$ cat src/rtl/brdo_pkg.sv
// ---------------------------------------------------------------------------
// brdo_pkg: shared definitions for the drop-oldest ring queue
// Operation codes, controller states and the command and status bundles
// passed between the controller and the datapath.
// ---------------------------------------------------------------------------
package brdo_pkg;

  // operation codes on the op field
  localparam logic [1:0] OP_PUSH  = 2'd0;
  localparam logic [1:0] OP_TAKE  = 2'd1;
  localparam logic [1:0] OP_CLEAR = 2'd2;

  // reset value of the queue limit register
  localparam logic [4:0] LIMIT_RESET = 5'd16;

  // controller states
  typedef enum logic [1:0] {
    ST_IDLE,
    ST_POP_RD,
    ST_POP_OUT,
    ST_FINISH
  } state_t;

  // controller to datapath
  typedef struct packed {
    logic accept;    // input transfer this cycle: latch op and plan
    logic issue_rd;  // read ring head, advance head, drop one from held
    logic load_pop;  // load output register with the popped entry
    logic load_null; // load output register with the single plain result
    logic idle;      // no item in flight
  } ctl_cmd_t;

  // datapath to controller
  typedef struct packed {
    logic plan_none; // incoming item pops nothing
    logic pops_one;  // one pop left for the current item
    logic out_free;  // output register can take a result this cycle
  } dp_stat_t;

endpackage

$ cat src/rtl/bounded_ring_drop_oldest.sv
// ---------------------------------------------------------------------------
// bounded_ring_drop_oldest: ring queue of handles that drops the oldest
// Push, take and clear on a limited ring, with 64-bit drop and publish
// counters and one result transfer per popped entry, or one plain result.
// ---------------------------------------------------------------------------
//
//  channel | handshake             | payload
//  --------+-----------------------+---------------------------------------
//  in      | in_valid / in_stall   | op, entry_handle
//  out     | out_valid / out_stall | taken_*, freed_*, entry_count,
//          |                       | dropped_total, published_total, last
//  cfg     | cfg_valid / cfg_ready | cfg_data (queue_limit)
//
//  An item with no pop goes through accept, then load of the result.
//  Each popped entry (eviction, take, cleared entry) costs a registered
//  read of the ring memory at the head, then the result load.
//  out_stall holds the controller in its result-load state; the next item
//  is accepted while the final result still sits in the output register.
//  rst is synchronous; no clearing pass, the ring is read only where written.
// ---------------------------------------------------------------------------
module bounded_ring_drop_oldest #(
  parameter int DEPTH       = 16,
  parameter int HANDLE_BITS = 32
) (
  input  logic        clk,
  input  logic        rst,
  input  logic        in_valid,
  output logic        in_stall,
  input  logic [1:0]  op,
  input  logic [31:0] entry_handle,
  input  logic        cfg_valid,
  output logic        cfg_ready,
  input  logic [4:0]  cfg_data,
  output logic        out_valid,
  input  logic        out_stall,
  output logic        taken_valid,
  output logic [31:0] taken_handle,
  output logic        freed_valid,
  output logic [31:0] freed_handle,
  output logic [4:0]  entry_count,
  output logic [63:0] dropped_total,
  output logic [63:0] published_total,
  output logic        last
);

  brdo_pkg::ctl_cmd_t cmd;
  brdo_pkg::dp_stat_t stat;

  // input and configuration are taken only between items
  assign in_stall  = !cmd.idle;
  assign cfg_ready = cmd.idle;

  brdo_ctrl u_ctrl (
    .clk      (clk),
    .rst      (rst),
    .in_valid (in_valid),
    .stat     (stat),
    .cmd      (cmd)
  );

  brdo_dp #(
    .DEPTH       (DEPTH),
    .HANDLE_BITS (HANDLE_BITS)
  ) u_dp (
    .clk             (clk),
    .rst             (rst),
    .cmd             (cmd),
    .stat            (stat),
    .op              (op),
    .entry_handle    (entry_handle),
    .cfg_valid       (cfg_valid),
    .cfg_data        (cfg_data),
    .out_stall       (out_stall),
    .out_valid       (out_valid),
    .taken_valid     (taken_valid),
    .taken_handle    (taken_handle),
    .freed_valid     (freed_valid),
    .freed_handle    (freed_handle),
    .entry_count     (entry_count),
    .dropped_total   (dropped_total),
    .published_total (published_total),
    .last            (last)
  );

endmodule

$ cat src/rtl/brdo_ctrl.sv
// ---------------------------------------------------------------------------
// brdo_ctrl: sequencer for the drop-oldest ring queue
// Walks each item through its pops (one head read and one result each) or
// a single plain result, and gates the input and configuration channels.
// ---------------------------------------------------------------------------
module brdo_ctrl (
  input  logic                clk,
  input  logic                rst,
  input  logic                in_valid,
  input  brdo_pkg::dp_stat_t  stat,
  output brdo_pkg::ctl_cmd_t  cmd
);

  brdo_pkg::state_t state;
  brdo_pkg::state_t state_next;
  logic             in_xfer;

  assign in_xfer = in_valid && (state == brdo_pkg::ST_IDLE);

  // state register
  always_ff @(posedge clk) begin
    if (rst) begin
      state <= brdo_pkg::ST_IDLE;
    end else begin
      state <= state_next;
    end
  end

  // next state
  always_comb begin
    state_next = state;
    unique case (state)
      brdo_pkg::ST_IDLE: begin
        if (in_xfer) begin
          state_next = stat.plan_none ? brdo_pkg::ST_FINISH : brdo_pkg::ST_POP_RD;
        end
      end
      brdo_pkg::ST_POP_RD: begin
        state_next = brdo_pkg::ST_POP_OUT;
      end
      brdo_pkg::ST_POP_OUT: begin
        if (stat.out_free) begin
          state_next = stat.pops_one ? brdo_pkg::ST_IDLE : brdo_pkg::ST_POP_RD;
        end
      end
      brdo_pkg::ST_FINISH: begin
        if (stat.out_free) begin
          state_next = brdo_pkg::ST_IDLE;
        end
      end
      default: begin
        state_next = brdo_pkg::ST_IDLE;
      end
    endcase
  end

  // command outputs
  always_comb begin
    cmd           = '0;
    cmd.idle      = (state == brdo_pkg::ST_IDLE);
    cmd.accept    = in_xfer;
    cmd.issue_rd  = (state == brdo_pkg::ST_POP_RD);
    cmd.load_pop  = (state == brdo_pkg::ST_POP_OUT) && stat.out_free;
    cmd.load_null = (state == brdo_pkg::ST_FINISH) && stat.out_free;
  end

endmodule

$ cat src/rtl/brdo_dp.sv
// ---------------------------------------------------------------------------
// brdo_dp: datapath for the drop-oldest ring queue
// Ring memory, head and held count, drop and publish counters, limit
// register and the output register.
// ---------------------------------------------------------------------------
module brdo_dp #(
  parameter int DEPTH       = 16,
  parameter int HANDLE_BITS = 32
) (
  input  logic                clk,
  input  logic                rst,
  input  brdo_pkg::ctl_cmd_t  cmd,
  output brdo_pkg::dp_stat_t  stat,
  input  logic [1:0]          op,
  input  logic [31:0]         entry_handle,
  input  logic                cfg_valid,
  input  logic [4:0]          cfg_data,
  input  logic                out_stall,
  output logic                out_valid,
  output logic                taken_valid,
  output logic [31:0]         taken_handle,
  output logic                freed_valid,
  output logic [31:0]         freed_handle,
  output logic [4:0]          entry_count,
  output logic [63:0]         dropped_total,
  output logic [63:0]         published_total,
  output logic                last
);

  localparam int IDX_W = (DEPTH > 1) ? $clog2(DEPTH) : 1;
  localparam int CNT_W = $clog2(DEPTH + 1);
  localparam int LW    = (CNT_W > 5) ? CNT_W : 5;
  localparam int KEEP  = (HANDLE_BITS < 32) ? HANDLE_BITS : 32;

  logic [HANDLE_BITS-1:0] mem [DEPTH];
  logic [HANDLE_BITS-1:0] rd_data;
  logic [HANDLE_BITS-1:0] wr_handle;
  logic [HANDLE_BITS-1:0] handle_q;
  logic [IDX_W-1:0]       head;
  logic [IDX_W-1:0]       head_inc;
  logic [IDX_W-1:0]       tail;
  logic [IDX_W:0]         tail_sum;
  logic [CNT_W-1:0]       held;
  logic [CNT_W-1:0]       fin_count;
  logic [CNT_W-1:0]       pops_left;
  logic [63:0]            drop_cnt;
  logic [63:0]            pub_cnt;
  logic [4:0]             limit_q;
  logic [1:0]             op_q;
  logic                   refuse_q;

  logic [LW-1:0]          lim;
  logic [LW-1:0]          held_w;
  logic [CNT_W-1:0]       plan_pops;
  logic [CNT_W-1:0]       plan_fin;
  logic [CNT_W-1:0]       plan_drop;
  logic                   plan_pub;
  logic                   plan_refuse;
  logic                   last_pop;
  logic                   mem_we;

  // handle kept to HANDLE_BITS, outputs cut to 32
  assign wr_handle = HANDLE_BITS'(entry_handle[KEEP-1:0]);

  // effective limit is min(queue_limit, DEPTH)
  assign lim    = (LW'(limit_q) > LW'(DEPTH)) ? LW'(DEPTH) : LW'(limit_q);
  assign held_w = LW'(held);

  // ring arithmetic, modulo DEPTH
  assign head_inc = (head == IDX_W'(DEPTH - 1)) ? '0 : head + 1'b1;
  assign tail_sum = {1'b0, head} + (IDX_W + 1)'(held);
  assign tail     = (tail_sum >= (IDX_W + 1)'(DEPTH)) ?
                    IDX_W'(tail_sum - (IDX_W + 1)'(DEPTH)) : IDX_W'(tail_sum);

  // plan for the incoming item: pops, final held count, counter steps
  always_comb begin
    plan_pops   = '0;
    plan_fin    = held;
    plan_drop   = '0;
    plan_pub    = 1'b0;
    plan_refuse = 1'b0;
    unique case (op)
      brdo_pkg::OP_PUSH: begin
        if (lim == '0) begin
          plan_drop   = CNT_W'(1);
          plan_refuse = 1'b1;
        end else if (held_w >= lim) begin
          plan_pops = CNT_W'(held_w - lim + LW'(1));
          plan_fin  = CNT_W'(lim);
          plan_drop = CNT_W'(held_w - lim + LW'(1));
          plan_pub  = 1'b1;
        end else begin
          plan_fin = held + 1'b1;
          plan_pub = 1'b1;
        end
      end
      brdo_pkg::OP_TAKE: begin
        if (held != '0) begin
          plan_pops = CNT_W'(1);
          plan_fin  = held - 1'b1;
        end
      end
      brdo_pkg::OP_CLEAR: begin
        plan_pops = held;
        plan_fin  = '0;
      end
      default: begin
        plan_pops = '0;
      end
    endcase
  end

  assign last_pop = (pops_left == CNT_W'(1));

  // status to controller
  always_comb begin
    stat           = '0;
    stat.plan_none = (plan_pops == '0);
    stat.pops_one  = last_pop;
    stat.out_free  = !out_valid || !out_stall;
  end

  // the pushed handle goes in once evictions are done
  assign mem_we = (op_q == brdo_pkg::OP_PUSH) &&
                  ((cmd.load_pop && last_pop) || (cmd.load_null && !refuse_q));

  // ring memory: one write at the tail, one registered read at the head
  always_ff @(posedge clk) begin
    if (mem_we) begin
      mem[tail] <= handle_q;
    end
    if (cmd.issue_rd) begin
      rd_data <= mem[head];
    end
  end

  // limit register
  always_ff @(posedge clk) begin
    if (rst) begin
      limit_q <= brdo_pkg::LIMIT_RESET;
    end else if (cfg_valid && cmd.idle) begin
      limit_q <= cfg_data;
    end
  end

  // item latch and plan, payload only
  always_ff @(posedge clk) begin
    if (cmd.accept) begin
      op_q      <= op;
      handle_q  <= wr_handle;
      fin_count <= plan_fin;
      refuse_q  <= plan_refuse;
    end
  end

  // ring control state and counters
  always_ff @(posedge clk) begin
    if (rst) begin
      head      <= '0;
      held      <= '0;
      pops_left <= '0;
      drop_cnt  <= '0;
      pub_cnt   <= '0;
    end else begin
      if (cmd.accept) begin
        pops_left <= plan_pops;
        drop_cnt  <= drop_cnt + 64'(plan_drop);
        pub_cnt   <= pub_cnt + 64'(plan_pub);
      end
      if (cmd.issue_rd) begin
        head <= head_inc;
        held <= held - 1'b1;
      end
      if (cmd.load_pop) begin
        pops_left <= pops_left - 1'b1;
        if (last_pop) begin
          if (op_q == brdo_pkg::OP_PUSH) begin
            held <= held + 1'b1;
          end else if (held == '0) begin
            head <= '0;
          end
        end
      end
      if (cmd.load_null) begin
        if (op_q == brdo_pkg::OP_PUSH && !refuse_q) begin
          held <= held + 1'b1;
        end
        if (op_q == brdo_pkg::OP_CLEAR) begin
          head <= '0;
        end
      end
    end
  end

  // output valid
  always_ff @(posedge clk) begin
    if (rst) begin
      out_valid <= 1'b0;
    end else if (cmd.load_pop || cmd.load_null) begin
      out_valid <= 1'b1;
    end else if (!out_stall) begin
      out_valid <= 1'b0;
    end
  end

  // output payload
  always_ff @(posedge clk) begin
    if (cmd.load_pop) begin
      taken_valid     <= (op_q == brdo_pkg::OP_TAKE);
      taken_handle    <= (op_q == brdo_pkg::OP_TAKE) ? 32'(rd_data[KEEP-1:0]) : '0;
      freed_valid     <= (op_q != brdo_pkg::OP_TAKE);
      freed_handle    <= (op_q != brdo_pkg::OP_TAKE) ? 32'(rd_data[KEEP-1:0]) : '0;
      entry_count     <= 5'(fin_count);
      dropped_total   <= drop_cnt;
      published_total <= pub_cnt;
      last            <= last_pop;
    end else if (cmd.load_null) begin
      taken_valid     <= 1'b0;
      taken_handle    <= '0;
      freed_valid     <= refuse_q;
      freed_handle    <= refuse_q ? 32'(handle_q[KEEP-1:0]) : '0;
      entry_count     <= 5'(fin_count);
      dropped_total   <= drop_cnt;
      published_total <= pub_cnt;
      last            <= 1'b1;
    end
  end

endmodule

$ cat config.mk
export PLATFORM = sky130hd
export DESIGN_NAME = bounded_ring_drop_oldest
export DESIGN_NICKNAME = d
export VERILOG_FILES = /design/src/rtl/brdo_pkg.sv /design/src/rtl/bounded_ring_drop_oldest.sv /design/src/rtl/brdo_ctrl.sv /design/src/rtl/brdo_dp.sv
export SDC_FILE = /design/constraint.sdc
export NUM_CORES = 1
export LEC_CHECK = 0
export BUFFER_PORTS_ARGS = -buffer_cell sky130_fd_sc_hd__clkbuf_2
export CAP_MARGIN = 20
export CORE_MARGIN = 8
export CORE_UTILIZATION = 54
export CTS_CLUSTER_SIZE = 8
export DETAILED_ROUTE_END_ITERATION = 8
export HOLD_SLACK_MARGIN = 0.05
export PLACE_DENSITY = 0.75
export SYNTH_ARGS = -nofsm -noshare
export SYNTH_HDL_FRONTEND = slang
export SYNTH_SLANG_ARGS = --single-unit
$ cat constraint.sdc
create_clock -name clk -period 15.2 [get_ports clk]
set_input_delay 1.52 -clock clk [delete_from_list [all_inputs] [get_ports clk]]
set_output_delay 1.52 -clock clk [all_outputs]
set_load 0.005 [all_outputs]
==> qor.txt, run 1 <==
Netlist cell types = 68
combinational fraction of design power = 12.2%
Avg WL per Cell = 24.74 um
ANT nets after route = 0
Reg power frac = 48.4%
Avg Inst Size Synth = 17.56 um^2
hpwl dp = 43340 um
setup tns final = 0 ps
core area = 0.06563 mm^2
vias per cell = 5.990
hold_ws = 425.9 ps
Post-CTS Resized = 0
worst hold path type = reg -> reg
VDD IR max = 148.9 uV
Fmax = 222.4 MHz
critical path required time = 15780 ps
number of detailed-route iterations in the first pass = 5
Power per Cell Area = 161.6 mW/mm^2
Syn. warnings = 0
GRT Overall Usage = 21.56%
CTS root buffer = clkbuf_16
register bit total from synthesis = 934
RSZ-0062 raised after global routing = no
syn nets = 2108
clock power share = 39.4%
Core Rows = 94
initial core utilization = 54.48%
asr flop ratio synth = 0%
chip height = 273.3 um
vias in the first global route = 19814
clock latency at the later pin of the worst-skew pair = 710 ps
Hold Vio Cnt, Final = 0
H-tree levels = 4
switch share = 24.95%
clk buf depth = 3
antenna violations before repair = 2
minimum clock period = 4496 ps
Max-Cap Viols = 0
global placement routability congestion = 0.8330
DRT iter0 DRCs = 1810
worst slew pin tran = 1193 ps
final setup fails = 0
Slew HR = 20.48%
NumNets Final = 2432
Die W = 273.3 um
drt total wl = 81040 um
register area share after synthesis = 74.24%
CTS tree = yes
Int Power = 5.084 mW
clock slew at reported path FFs = 50 ps
Startpoint Class = flip-flop
Num CTS Buffers = 134
Worst Skew = 21.85 ps
WS Path Type = reg -> reg
first-pass GRT wire length = 121800 um
number of synthesized flops with an enable pin = 784
largest net degree at the start of global routing = 203
Synth Instances = 2036
crit path max fanout = 23
CP Capture Type = flip-flop
area of the mapped netlist = 0.03576 mm^2
max-slew violations = 0
IO Pins = 247
critical path data arrival time = 5070 ps
ys flop type = edfxtp_1
Leak = 13.97 nW
Fillers = 4419
DRC viols = 0
number of port buffers = 246
outcome = completed
routed vias = 19618
layout cells sized above 1 = 25.99%
Synth-to-Final Area Change = 17.21%
CTS Sinks = 934
GR Overflow Total = 0
die area = 0.07470 mm^2
sw power = 1.690 mW
fin crit share = 29.58%
# hold bufs at CTS = 0
postcts setup bufs = 0
## synth_stat cells (all sizes together), types with 31 or more instances
library cell	count	area (um^2)
clkbuf	67	251.5
nor3	42	221.5
mux4	160	3603
xor2	50	437.9
nand4	32	200.2
inv	31	116.4
nand2	83	311.6
nor2	175	656.9
nand3	47	240.2
dfxtp	150	3003
and2	43	269.0
edfxtp	784	23540
a21oi	38	190.2
a22o	33	289.0
xnor2	78	683.2
## cell usage in the layout (no fill, tap or decap), types with 4 or more instances in the layout
cell / netlist / layout
or2_2: 4 / 4
o211ai_1: 6 / 6
inv_16: 0 / 5
mux4_2: 160 / 160
clkinv_8: 0 / 4
nand3_1: 46 / 46
buf_4: 0 / 28
clkbuf_1: 67 / 37
mux2i_1: 9 / 9
clkbuf_2: 0 / 245
nand2b_1: 7 / 7
nor3_1: 41 / 41
nor4_2: 4 / 4
nor2b_1: 7 / 7
edfxtp_1: 784 / 784
dfxtp_1: 150 / 146
nor2_1: 175 / 159
or3_1: 15 / 15
nand4_1: 32 / 32
and3_1: 17 / 16
a21oi_1: 38 / 37
nand2_1: 83 / 83
xnor2_1: 78 / 78
or4_1: 4 / 4
and2_1: 42 / 41
nor2_4: 0 / 16
and4_1: 11 / 11
a22o_1: 33 / 33
o21ai_0: 20 / 20
a21o_1: 4 / 4
clkbuf_16: 0 / 136
nor4_1: 19 / 19
xor2_1: 50 / 50
inv_1: 31 / 30
ha_1: 25 / 25
## worst paths after layout
kind                     startpoint                  end  slack, ps  cells after the start
hold reg to reg   u_dp.fin_count[1]  u_dp.entry_count[1]        430                      0
setup reg to reg    u_dp.limit_q[4]    u_dp.drop_cnt[42]      10700                     19
hold / removal    u_dp.fin_count[1]  u_dp.entry_count[1]        430                      0
setup / recovery    u_dp.limit_q[4]    u_dp.drop_cnt[42]      10700                     19
## critical path: stages (launching register included)
cell       delay, ps
dfxtp_1          390
inv_1            170
nand2_1          160
inv_1             60
ha_1             320
nand2b_1         130
a2111oi_0        130
nor2_1           530
a21oi_1          180
nor2_1           200
ha_1             220
inv_1             60
fa_1             390
nor2b_1          180
o31a_1           280
o211ai_1         110
buf_4            230
nor4_1           410
xnor2_1          170
nor2_1            50
## power by group through the flow
stage          sequential, mW  clock, mW  combinational [mW]
6_report                 3.28       2.67               0.825
5_1_grt                  3.31       2.82               0.900
4_1_cts                  3.28       2.71               0.837
3_5_place_dp             3.32          0               0.826
3_3_place_gp             3.31          0               0.810
2_1_floorplan            3.29          0               0.517
## state kept, by name, summed over array words and instances (netlist names), 2 cells and up
name	flops
u_dp.rd_data	32
u_dp.handle_q	32
u_ctrl.state	2
u_dp.op_q	2
u_dp.published_total	64
u_dp.drop_cnt	64
u_dp.dropped_total	64
u_dp.head	4
u_dp.held	5
u_dp.entry_count	5
u_dp.freed_handle	32
u_dp.pub_cnt	64
u_dp.taken_handle	32
u_dp.limit_q	5
u_dp.pops_left	5
u_dp.mem	512
u_dp.fin_count	5
## cell families (layout without fill, tap and decap cells)
logic type	after synthesis	after routing	share of synthesized area, %
AO/OA/AOI/OAI	136	136	2.632
multiplexers	171	171	10.39
XOR/XNOR	128	128	3.135
other	0	2	0
buffers and inverters	120	493	1.326
flip-flops	934	934	74.24
AND/OR/NAND/NOR	519	519	7.230
adder cells (fa/ha/maj)	28	28	1.043
## final cells by class
class,instances,area [um^2],area share (%)
multi-input cells,982,8881,21.19
repair buffers,276,1511,3.606
clock inverters,12,212.7,0.5075
flip-flops and latches,934,26560,63.36
clock buffers,173,3542,8.452
inverters,32,121.4,0.2896
well taps,864,1081,2.579
diodes,2,5.005,0.01194
## through the flow
stage               instances  instance area [um^2]  setup slack, ps  power [mW]  utilization, %
CTS                      3271                 41850            10720       6.831           63.77
global placement         3086                 38100            10220       4.123           58.05
detailed placement       3086                 38100            10020       4.151           58.05
global route             3273                 41910            10320       7.029           63.85
floorplan                2036                 35760             4285       3.802               -
finish                   3275                 41910            10700       6.775           63.86
## metal layers
metal | up-vias | routed length [um] | global-route usage, %
met5 | - | 0 | 0
met4 | 0 | 2540 | 8.252
met3 | 183 | 6715 | 5.424
met1 | 9983 | 31470 | 27.38
met2 | 907 | 40310 | 35.73
li1 | 8545 | - | -
(Power assumes the default switching activity.)
==> run 2: changes to the inputs <==
Settings changed: ABC_AREA set to 1, CORE_UTILIZATION 54 to 55, PLACE_DENSITY 0.75 to 0.76.
Clock period 15.2 ns to 3.6 ns, I/O delays scaled along.
==> qor.txt, run 2 <==
critical path required time = 4200 ps (-11580 ps)
Pwr Total = 30.45 mW (+350%)
fin crit share = 94.82% (+65 points)
Synth Instances = 3158 (+55%)
initial core utilization = 55.51% (+1.0 points)
worst slew pin tran = 1089 ps (-104.0 ps)
largest reg by FF count = u_dp.mem
worst slack at placement = -90.82 ps (-10110 ps)
cell family with most CP delay = simple AND/OR/NAND/NOR gates
Synth top cells by count = edfxtp_1 (784), nor2_1 (457), nand2_1 (346)
clock slew at reported path FFs = 50 ps (about the same)
CTS tree = yes
Avg Inst Size Synth = 12.06 um^2 (-31%)
chip height = 279.1 um (+2.1%)
CP most frequent cell = inv_2
Netlist cell types = 52 (-24%)
register area share after synthesis = 69.72% (-4.5 points)
hold_ws = 130.0 ps (-296.0 ps)
flop2flop setup slack = 190 ps (-10520 ps)
outcome = completed
vias in the first global route = 25616 (+29%)
final setup fails = 0 (unchanged)
Num CTS Buffers = 134 (unchanged)
Hold Vio Cnt, Final = 0 (unchanged)
Diodes inserted = 0 (-2)
first-pass GRT wire length = 148700 um (+22%)
dpl cells = 4280 (+39%)
Worst Skew = 48.38 ps (+26.53 ps)
clk buf depth = 3 (unchanged)
CP Capture Type = flip-flop
NumNets Final = 3601 (+48%)
minimum clock period = 3413 ps (-1083 ps)
synth top area cells = edfxtp_1 (62%), dfxtp_1 (7.9%), nor2_1 (4.5%), nand2_1 (3.4%), o21ai_0 (3.1%)
CTS Sinks = 934 (unchanged)
Slew HR = 27.41% (+6.9 points)
asr flop ratio synth = 0% (unchanged)
number of port buffers = 246 (unchanged)
Avg WL per Cell = 21.75 um (-12%)
Die W = 279.1 um (+2.1%)
CTS root buffer = clkbuf_16
largest net degree at the start of global routing = 116 (-43%)
setup tns final = 0 ps (unchanged)
drt total wl = 98290 um (+21%)
global placement routability congestion = 0.9787 (+17%)
commonest non-fill, non-tap cells in the layout = edfxtp_1 (784), nor2_1 (438), nand2_1 (339)
met1 WL = 41110 um (+31%)
Core Rows = 96 (+2.1%)
VDD IR max = 505.0 uV (+240%)
crit path max fanout = 7 (-70%)
antenna violations before repair = 1 (-1)
hpwl dp = 59660 um (+38%)
max-slew violations = 0 (unchanged)
DRT iter0 DRCs = 2914 (+61%)
DRC viols = 0 (unchanged)
clock latency at the later pin of the worst-skew pair = 710 ps (about the same)
Max-Cap Viols = 0 (unchanged)
area of the mapped netlist = 0.03808 mm^2 (+6.5%)
core area = 0.06859 mm^2 (+4.5%)
WS Path Type = reg -> reg
commonest non-fill, non-tap cell in the layout = edfxtp_1
CP Cell Sequence = clkinv_4 -> nand2_4 -> inv_2 -> ha_4 -> nand2_1 -> nor2_1 -> nand2_1 -> nand3_2 -> inv_2 -> o31ai_4 -> ha_2 -> inv_2 -> fa_2 -> inv_2 -> nand3_2 -> nand3_4 -> a21oi_4 -> nor2_4 -> nand2_2 -> buf_6 -> nor4_4 -> nand3_1 -> nand2_1 -> nor2_1
Slowest-stage cell, CP = fa_2
vias per cell = 5.803 (-3.1%)
Met2 Wirelength = 45600 um (+13%)
Post-Layout Cell Count = 4518 (+38%)
layout cells sized above 1 = 16.59% (-9.4 points)
Power per Cell Area = 670.8 mW/mm^2 (+310%)
worst hold path type = in -> reg
critical path data arrival time = 4010 ps (-1060 ps)
Startpoint Class = flip-flop
register bit total from synthesis = 934 (unchanged)
Crit path buffers/inverters = 6 (+2)
number of synthesized flops with an enable pin = 784 (unchanged)
H-tree levels = 4 (unchanged)
post-synth top area cell = edfxtp_1
max reg flops = 512 (unchanged)
max layer used = met4
Crit path largest cell delay = 390 ps (-140 ps)
Synth-to-Final Area Change = 19.22%
GR Overflow Total = 0 (unchanged)
WL met3 = 8883 um (+32%)
number of detailed-route iterations in the first pass = 5 (unchanged)
most numerous cell in the Yosys netlist = edfxtp_1
Fmax = 293.0 MHz (+32%)
Leak = 15.83 nW (+13%)
Synth top area share = 61.83% (-4.0 points)
syn nets = 3230 (+53%)
ys flop type = edfxtp_1
GRT Overall Usage = 24.69% (+3.1 points)
Syn. warnings = 0 (unchanged)
IO Pins = 247 (unchanged)
routed vias = 26218 (+34%)
die area = 0.07790 mm^2 (+4.3%)
Final Worst Setup Slack = 186.6 ps (-10520 ps)
ANT nets after route = 0 (unchanged)
-- run 2: cell count changes in the layout (fill, tap and decap cells not counted), sizes merged, moves of 93 or more --
cell / previous run / this run
nor2: 175 / 476
nand2: 83 / 358
o21ai: 20 / 239
inv: 38 / 245
mux4: 160 / 0
nand3: 47 / 157
o221ai: 2 / 95
-- run 2: worst paths after layout --
kind | end | cells past startpoint | start
max | u_dp.drop_cnt[50] | 24 | u_dp.limit_q[4]
max reg2reg | u_dp.drop_cnt[50] | 24 | u_dp.limit_q[4]
min reg2reg | u_dp.dropped_total[63] | 0 | u_dp.drop_cnt[63]
min | u_dp.limit_q[0] | 4 | cfg_valid
-- run 2: per-layer routing --
metal | GRT usage [%] | up-vias
met2 | 38.27 | 1298
met4 | 9.291 | 0
met1 | 33.86 | 12668
met5 | 0 | -
li1 | - | 12056
met3 | 5.885 | 196
-- run 2: timing repair --
item                                    4_1_cts  5_1_grt
endpoints found under the hold margin        41        0
endpoints found under the setup margin       11       40
hold buffers                                 40        0
resized for setup                             3       35
pin swaps                                     0       14
buffers inserted                              0        4
-- run 2: cell type report --
class / count / area (um^2)
Clock inverter: 13 / 290.3
Multi-Input combinational cell: 1842 / 10390
Timing Repair Buffer: 371 / 2486
Fill cell: 4905 / 23190
Clock buffer: 181 / 3572
Sequential cell: 934 / 26560
Inverter: 246 / 933.4
Tap cell: 931 / 1165
-- run 2: kinds of logic (layout without fill, tap and decap cells) --
kind of cell    after synthesis  count (layout)  share of synthesized area [%]
compound gates              506             506                          8.205
xor+xnor                     68              68                          1.564
fa+ha+maj                    28              28                         0.9793
buf+inv                     382             811                          3.832
flops                       934             934                          69.72
mux                          94              94                          2.471
simple gates               1146            1146                          13.23
-- run 2: through the flow --
step | area (um^2) | util (%)
floorplan | 38110 | -
global placement | 40930 | 59.68
detailed placement | 40930 | 59.68
CTS | 45210 | 65.92
global route | 45390 | 66.19
finish | 45390 | 66.19
-- run 2: report_power, final --
| part | leakage [nW] | total, mW | switching (mW) | internal, mW |
|---|---|---|---|---|
| clock | 1.85 | 11.4 | 4.51 | 6.91 |
| sequential | 8.42 | 14.0 | 0.657 | 13.3 |
| combinational | 5.57 | 5.07 | 3.37 | 1.70 |
| total | 15.8 | 30.5 | 8.54 | 21.9 |
-- run 2: tightest hold or removal path, stage by stage --
cell and delay, ps:
clkbuf_2 100, nand2_1 150, o21ai_0 90, nor2_1 80
